[config.mk]
export PLATFORM = sky130hd
export DESIGN_NAME = aesrt_tbl_ram
export DESIGN_NICKNAME = d
export VERILOG_FILES = /design/src/rtl/aes_round_transform_unit_core_macros.svh /design/src/rtl/aesrt_pkg.sv /design/src/rtl/aesrt_tbl_ram.sv
export SDC_FILE = /design/constraint.sdc
export NUM_CORES = 2
export LEC_CHECK = 0
export BUFFER_PORTS_ARGS = -buffer_cell sky130_fd_sc_hd__buf_2
export CAP_MARGIN = 20
export CORE_MARGIN = 5
export CORE_UTILIZATION = 39
export CTS_CLUSTER_DIAMETER = 200
export DETAILED_ROUTE_END_ITERATION = 7
export RECOVER_POWER = 50
export SYNTH_ARGS = -nofsm -noshare
export SYNTH_HDL_FRONTEND = slang
export SYNTH_SLANG_ARGS = --single-unit
[constraint.sdc]
create_clock -name clk -period 6.4 [get_ports clk]
set_input_delay 1.28 -clock clk [delete_from_list [all_inputs] [get_ports clk]]
set_output_delay 1.28 -clock clk [all_outputs]
set_load 0.02 [all_outputs]
[src/rtl/aes_round_transform_unit_core_macros.svh]
// Assertion macros for the AES round transformation unit.
`ifndef AES_ROUND_TRANSFORM_UNIT_CORE_MACROS_SVH
`define AES_ROUND_TRANSFORM_UNIT_CORE_MACROS_SVH

`ifndef NO_ASSERTIONS
`define AESRT_ASSERT(lbl, prop, msg) \
  lbl: assert property (@(posedge clk) disable iff (rst) prop) else $error(msg);
`define AESRT_NEVER(lbl, expr, msg) \
  lbl: assert property (@(posedge clk) disable iff (rst) !(expr)) else $error(msg);
`else
`define AESRT_ASSERT(lbl, prop, msg)
`define AESRT_NEVER(lbl, expr, msg)
`endif

`endif

[src/rtl/aesrt_pkg.sv]
// Types, constants and byte-level transforms for the AES round transformation unit.
package aesrt_pkg;

  localparam int BYTE_W     = 8;
  localparam int TBL_AW     = 9;
  localparam int STATE_W    = 128;
  localparam int HALF_W     = 64;
  localparam int KIND_W     = 4;
  localparam int IN_DATA_W  = 272;
  localparam int OUT_DATA_W = 128;
  localparam int LANES      = 4;
  localparam int LANE_BITS  = LANES * BYTE_W;

  localparam logic [BYTE_W-1:0] AES_POLY = 8'h1B;

  typedef logic [STATE_W-1:0] state_t;

  typedef enum logic [KIND_W-1:0] {
    KIND_FWD_WR   = 4'd0,
    KIND_INV_WR   = 4'd1,
    KIND_SUB      = 4'd2,
    KIND_INVSUB   = 4'd3,
    KIND_SHIFT    = 4'd4,
    KIND_INVSHIFT = 4'd5,
    KIND_MIX      = 4'd6,
    KIND_INVMIX   = 4'd7,
    KIND_ADDKEY   = 4'd8
  } kind_t;

  function automatic logic [BYTE_W-1:0] xt(logic [BYTE_W-1:0] a);
    xt = {a[BYTE_W-2:0], 1'b0} ^ (a[BYTE_W-1] ? AES_POLY : '0);
  endfunction

  // byte k sits at bits 127-8k .. 120-8k
  function automatic logic [BYTE_W-1:0] st_byte(state_t s, int k);
    st_byte = s[STATE_W-1-BYTE_W*k -: BYTE_W];
  endfunction

  function automatic state_t shift_rows(state_t s, logic inv);
    state_t t;
    int     src;
    t = '0;
    for (int r = 0; r < 4; r++) begin
      for (int c = 0; c < 4; c++) begin
        src = inv ? (r + 4 * ((c + 3 * r) & 3)) : (r + 4 * ((c + r) & 3));
        t[STATE_W-1-BYTE_W*(r+4*c) -: BYTE_W] = st_byte(s, src);
      end
    end
    shift_rows = t;
  endfunction

  function automatic state_t mix_columns(state_t s, logic inv);
    state_t            t;
    logic [BYTE_W-1:0] a0, a1, a2, a3;
    logic [BYTE_W-1:0] x2, x4, x8;
    logic [BYTE_W-1:0] y2, y4, y8;
    logic [BYTE_W-1:0] z2, z4, z8;
    logic [BYTE_W-1:0] w2, w4, w8;
    t = '0;
    for (int c = 0; c < 4; c++) begin
      for (int r = 0; r < 4; r++) begin
        a0 = st_byte(s, 4 * c + r);
        a1 = st_byte(s, 4 * c + ((r + 1) & 3));
        a2 = st_byte(s, 4 * c + ((r + 2) & 3));
        a3 = st_byte(s, 4 * c + ((r + 3) & 3));
        x2 = xt(a0); x4 = xt(x2); x8 = xt(x4);
        y2 = xt(a1); y4 = xt(y2); y8 = xt(y4);
        z2 = xt(a2); z4 = xt(z2); z8 = xt(z4);
        w2 = xt(a3); w4 = xt(w2); w8 = xt(w4);
        if (inv) begin
          // 0e.a0 ^ 0b.a1 ^ 0d.a2 ^ 09.a3
          t[STATE_W-1-BYTE_W*(4*c+r) -: BYTE_W] = (x8 ^ x4 ^ x2) ^ (y8 ^ y2 ^ a1)
                                                ^ (z8 ^ z4 ^ a2) ^ (w8 ^ a3);
        end else begin
          t[STATE_W-1-BYTE_W*(4*c+r) -: BYTE_W] = x2 ^ (y2 ^ a1) ^ a2 ^ a3;
        end
      end
    end
    mix_columns = t;
  endfunction

  function automatic state_t transform(kind_t kind, state_t blk, state_t key);
    case (kind)
      KIND_SHIFT:    transform = shift_rows(blk, 1'b0);
      KIND_INVSHIFT: transform = shift_rows(blk, 1'b1);
      KIND_MIX:      transform = mix_columns(blk, 1'b0);
      KIND_INVMIX:   transform = mix_columns(blk, 1'b1);
      KIND_ADDKEY:   transform = blk ^ key;
      default:       transform = '0;
    endcase
  endfunction

endpackage

[src/rtl/aesrt_tbl_ram.sv]
// Substitution table memory: one write port, two registered read ports.
module aesrt_tbl_ram #(
  parameter int AW = aesrt_pkg::TBL_AW,
  parameter int DW = aesrt_pkg::BYTE_W
) (
  input  logic          clk,
  input  logic          we,
  input  logic [AW-1:0] waddr,
  input  logic [DW-1:0] wdata,
  input  logic          re,
  input  logic [AW-1:0] raddr0,
  input  logic [AW-1:0] raddr1,
  output logic [DW-1:0] rdata0,
  output logic [DW-1:0] rdata1
);
  import aesrt_pkg::*;

  logic [DW-1:0] mem [2**AW];

  always_ff @(posedge clk) begin
    if (we) begin
      mem[waddr] <= wdata;
    end
  end

  always_ff @(posedge clk) begin
    if (re) begin
      rdata0 <= mem[raddr0];
      rdata1 <= mem[raddr1];
    end
  end

endmodule

==> run metrics <==
outcome=finished, violations left; failing checks=DRC, capacitance limit, slew limit; Worst Setup Start Kind=input pin; fin crit share=0.925; HPWL after DPL=468000 um; Internal Pwr Total=0.0459 W; syn_nets=11500; 1st-pass router iterations=8; placed cell count=17700; H-Tree Depth=5; post-route setup TNS=0 ns; Setup Buffers After CTS=0; die height=719 um; Mapped Area=196000 um2; reg2reg start=mem[141][4]; combinational share of power=0.086; Nets=11500; worst hold path type=in -> reg; post-layout minimum cycle time=5.92 ns; Crit Path Category=in -> reg; vias in the first global route=123000; crit-path max FO=16; CP endpoint=mem[314][5]; Seq pwr share=0.493; grt total ovfl=0; GRT Total Usage=0.265; CP endpoint kind=register; # IOs=54; Sw Pwr=0.0145 W; Leak Pwr=68.8 nW; RSZ-0062 raised after global routing=false; largest net degree at the start of global routing=181; die area=516000 um2; Final Hold Violating Endpoints=0; Ys Warns=0; P per Cell Area=277 nW/um2; #FFs+latches synth=4112; Final Non-Filler Cells=18500; WL per Instance=38.2 um; Vias/cell=6.71; commonest non-fill, non-tap cell in the layout=edfxtp_1; max-cap violation count=18; Starting DRT DRC Count=17800; clk buf depth=4; CTS Buf Count=419; post-place setup slack=0.297 ns; Synth cell types=79; Avg Inst Size Synth=17.1 um2; Initial Util=0.391; WP data required=7.01 ns; Fin Clk Skew=0.0567 ns; hold buffer count at CTS=0; top_reg_cell synth=edfxtp_1; Fill cells=43400; Final Wtd Congestion=1.01; global-route wire length before repair=977000 um; critical path launch point=waddr[5]; die width=719 um; P&R area growth vs syn=11.1%; Final Max Slew Viols=1316; CP arrival=6.53 ns; Clock Tree Root=clkbuf_16; clock power share=0.421; Final setup viols=0; Clock transition at path regs=0.06 ns; Slew @ Worst Pin=5.80 ns; Max-slew headroom=-2.86; post-synthesis cell count=11500; CTS-repair resized insts=0; initial antenna violation count=50; IO Port Bufs=53; total number of vias=124000; Post-synth EDFFs=4112; reg2reg path depth=7; post-synthesis async set-or-reset flop share=0; # rows=260; clk sinks=4112; most frequent cells in the layout=4112 x edfxtp_1, 1393 x mux2i_1, 1379 x mux4_2, 676 x nor2_1, 511 x o221ai_1; Final Util=0.434; Peak VDD IR=0.000232 V; reg-to-reg setup timing slack=2.66 ns; hold path cells=1; TritonCTS clock tree=built; Antenna Nets Post-Route=0; switch share=0.240; layout cell share with drive strength beyond 1=0.216; Remaining DRCs=3; Final WS setup=0.479 ns; FF-to-FF End=rdata0[4]; f_max=169 MHz; clk_lat worst skew=1.03 ns; core area=501000 um2; sequential share of the synthesized area=0.631; power consumption=0.0603 W; DRT Wirelength=707000 um
[cells in the mapped netlist (10+ instances only)]
library cell     n  area [um2]
edfxtp_1      4112      123000
mux2i_1       1393       13900
mux4_2        1379       31100
nor2_1         679        2550
o221ai_1       511        4480
clkbuf_1       426        1600
o22ai_1        380        2380
nor3_1         379        1900
nand2_1        285        1070
a21oi_1        284        1420
buf_6          160        1800
o21ai_0        155         776
buf_2          152         761
a211oi_1       115         863
nor4_1          92         576
buf_4           90         676
nand4_1         82         513
buf_1           79         297
nand3_1         76         380
and2_1          52         325
a22oi_1         36         270
nand2b_1        32         200
a2111oi_0       29         254
o31ai_1         29         218
a31oi_1         28         175
a22o_1          26         228
o21a_1          26         195
buf_12          24         480
buf_8           23         345
nor2b_1         20         125
o21ai_1         20         100
and3_1          19         119
a211o_1         16         140
nor3b_1         16         120
o2bb2ai_1       15         131
o32ai_1         15         131
or2_1           15        93.8
a21o_1          13        97.6
o2111ai_1       13         114
a221o_1         12         120
or2_2           11        68.8
or3_1           11        68.8
o22a_1          10        87.6
[layout make-up]
cell class | instances | area (um2) | share of cell area
tap | 6681 | 8360 | 0.0384
antenna | 46 | 115 | 0.000529
inverter | 7 | 51.3 | 0.000236
timing repair buffer | 496 | 4980 | 0.0229
sequential | 4112 | 123000 | 0.567
clock buffer | 496 | 10900 | 0.0501
clock inverter | 275 | 3080 | 0.0142
multi-input combinational | 6378 | 66700 | 0.306
[how the worst min path moves through the flow]
stage	start	slack (ns)	end
final	wdata[2]	0.82	mem[476][2]
after global routing	wdata[2]	0.82	mem[476][2]
after CTS	wdata[4]	0.63	mem[120][4]
after detailed placement	mem[355][6]	1.22	rdata1[6]
after global placement	mem[355][6]	1.19	rdata1[6]
after floorplan	mem[290][0]	0.98	rdata0[0]
[kinds of logic (layout without fill, tap and decap cells)]
family                 count (synthesis)  count (layout)  share of synthesized area
AOI/OAI and AO/OA                   1775            1775                     0.0642
buffers and inverters                961            1274                     0.0306
other                                  0              46                          0
muxes                               2780            2780                      0.231
and+or+nand+nor                     1823            1823                     0.0440
DFF                                 4112            4112                      0.631
[critical path, cell delays in order]
cell and delay (ns):
clkbuf_1 0.38, and2_0 2.16, nand2_1 1.38, nor2_1 1.29
[flip-flops by register name (all words and copies together) (netlist names)]
| name | flops |
|---|---|
| rdata1 | 8 |
| mem | 4096 |
| rdata0 | 8 |
[metrics by stage]
stage	hold WS, ns	instance area, um2
finish	0.820	218000
global placement	1.19	203000
detailed placement	1.22	204000
floorplan	0.976	196000
CTS	0.633	218000
global route	0.816	218000
[power groups by stage]
| stage | clock, W | combinational [W] | sequential (W) |
|---|---|---|---|
| floorplan | 0 | 0.00279 | 0.0303 |
| global placement | 0 | 0.00500 | 0.0303 |
| detailed placement | 0 | 0.00506 | 0.0303 |
| CTS | 0.0256 | 0.00507 | 0.0297 |
| global route | 0.0267 | 0.00527 | 0.0297 |
| finish | 0.0254 | 0.00518 | 0.0298 |
[routing by layer]
layer / track usage / wire [um] / up-vias
met1: 0.346 / 259000 / 65100
met3: 0.0864 / 89700 / 1720
met5: 0 / 222 / -
li1: - / - / 48400
met2: 0.404 / 318000 / 8839
met4: 0.122 / 39400 / 24
No activity file was read; power rests on OpenSTA's default activity.
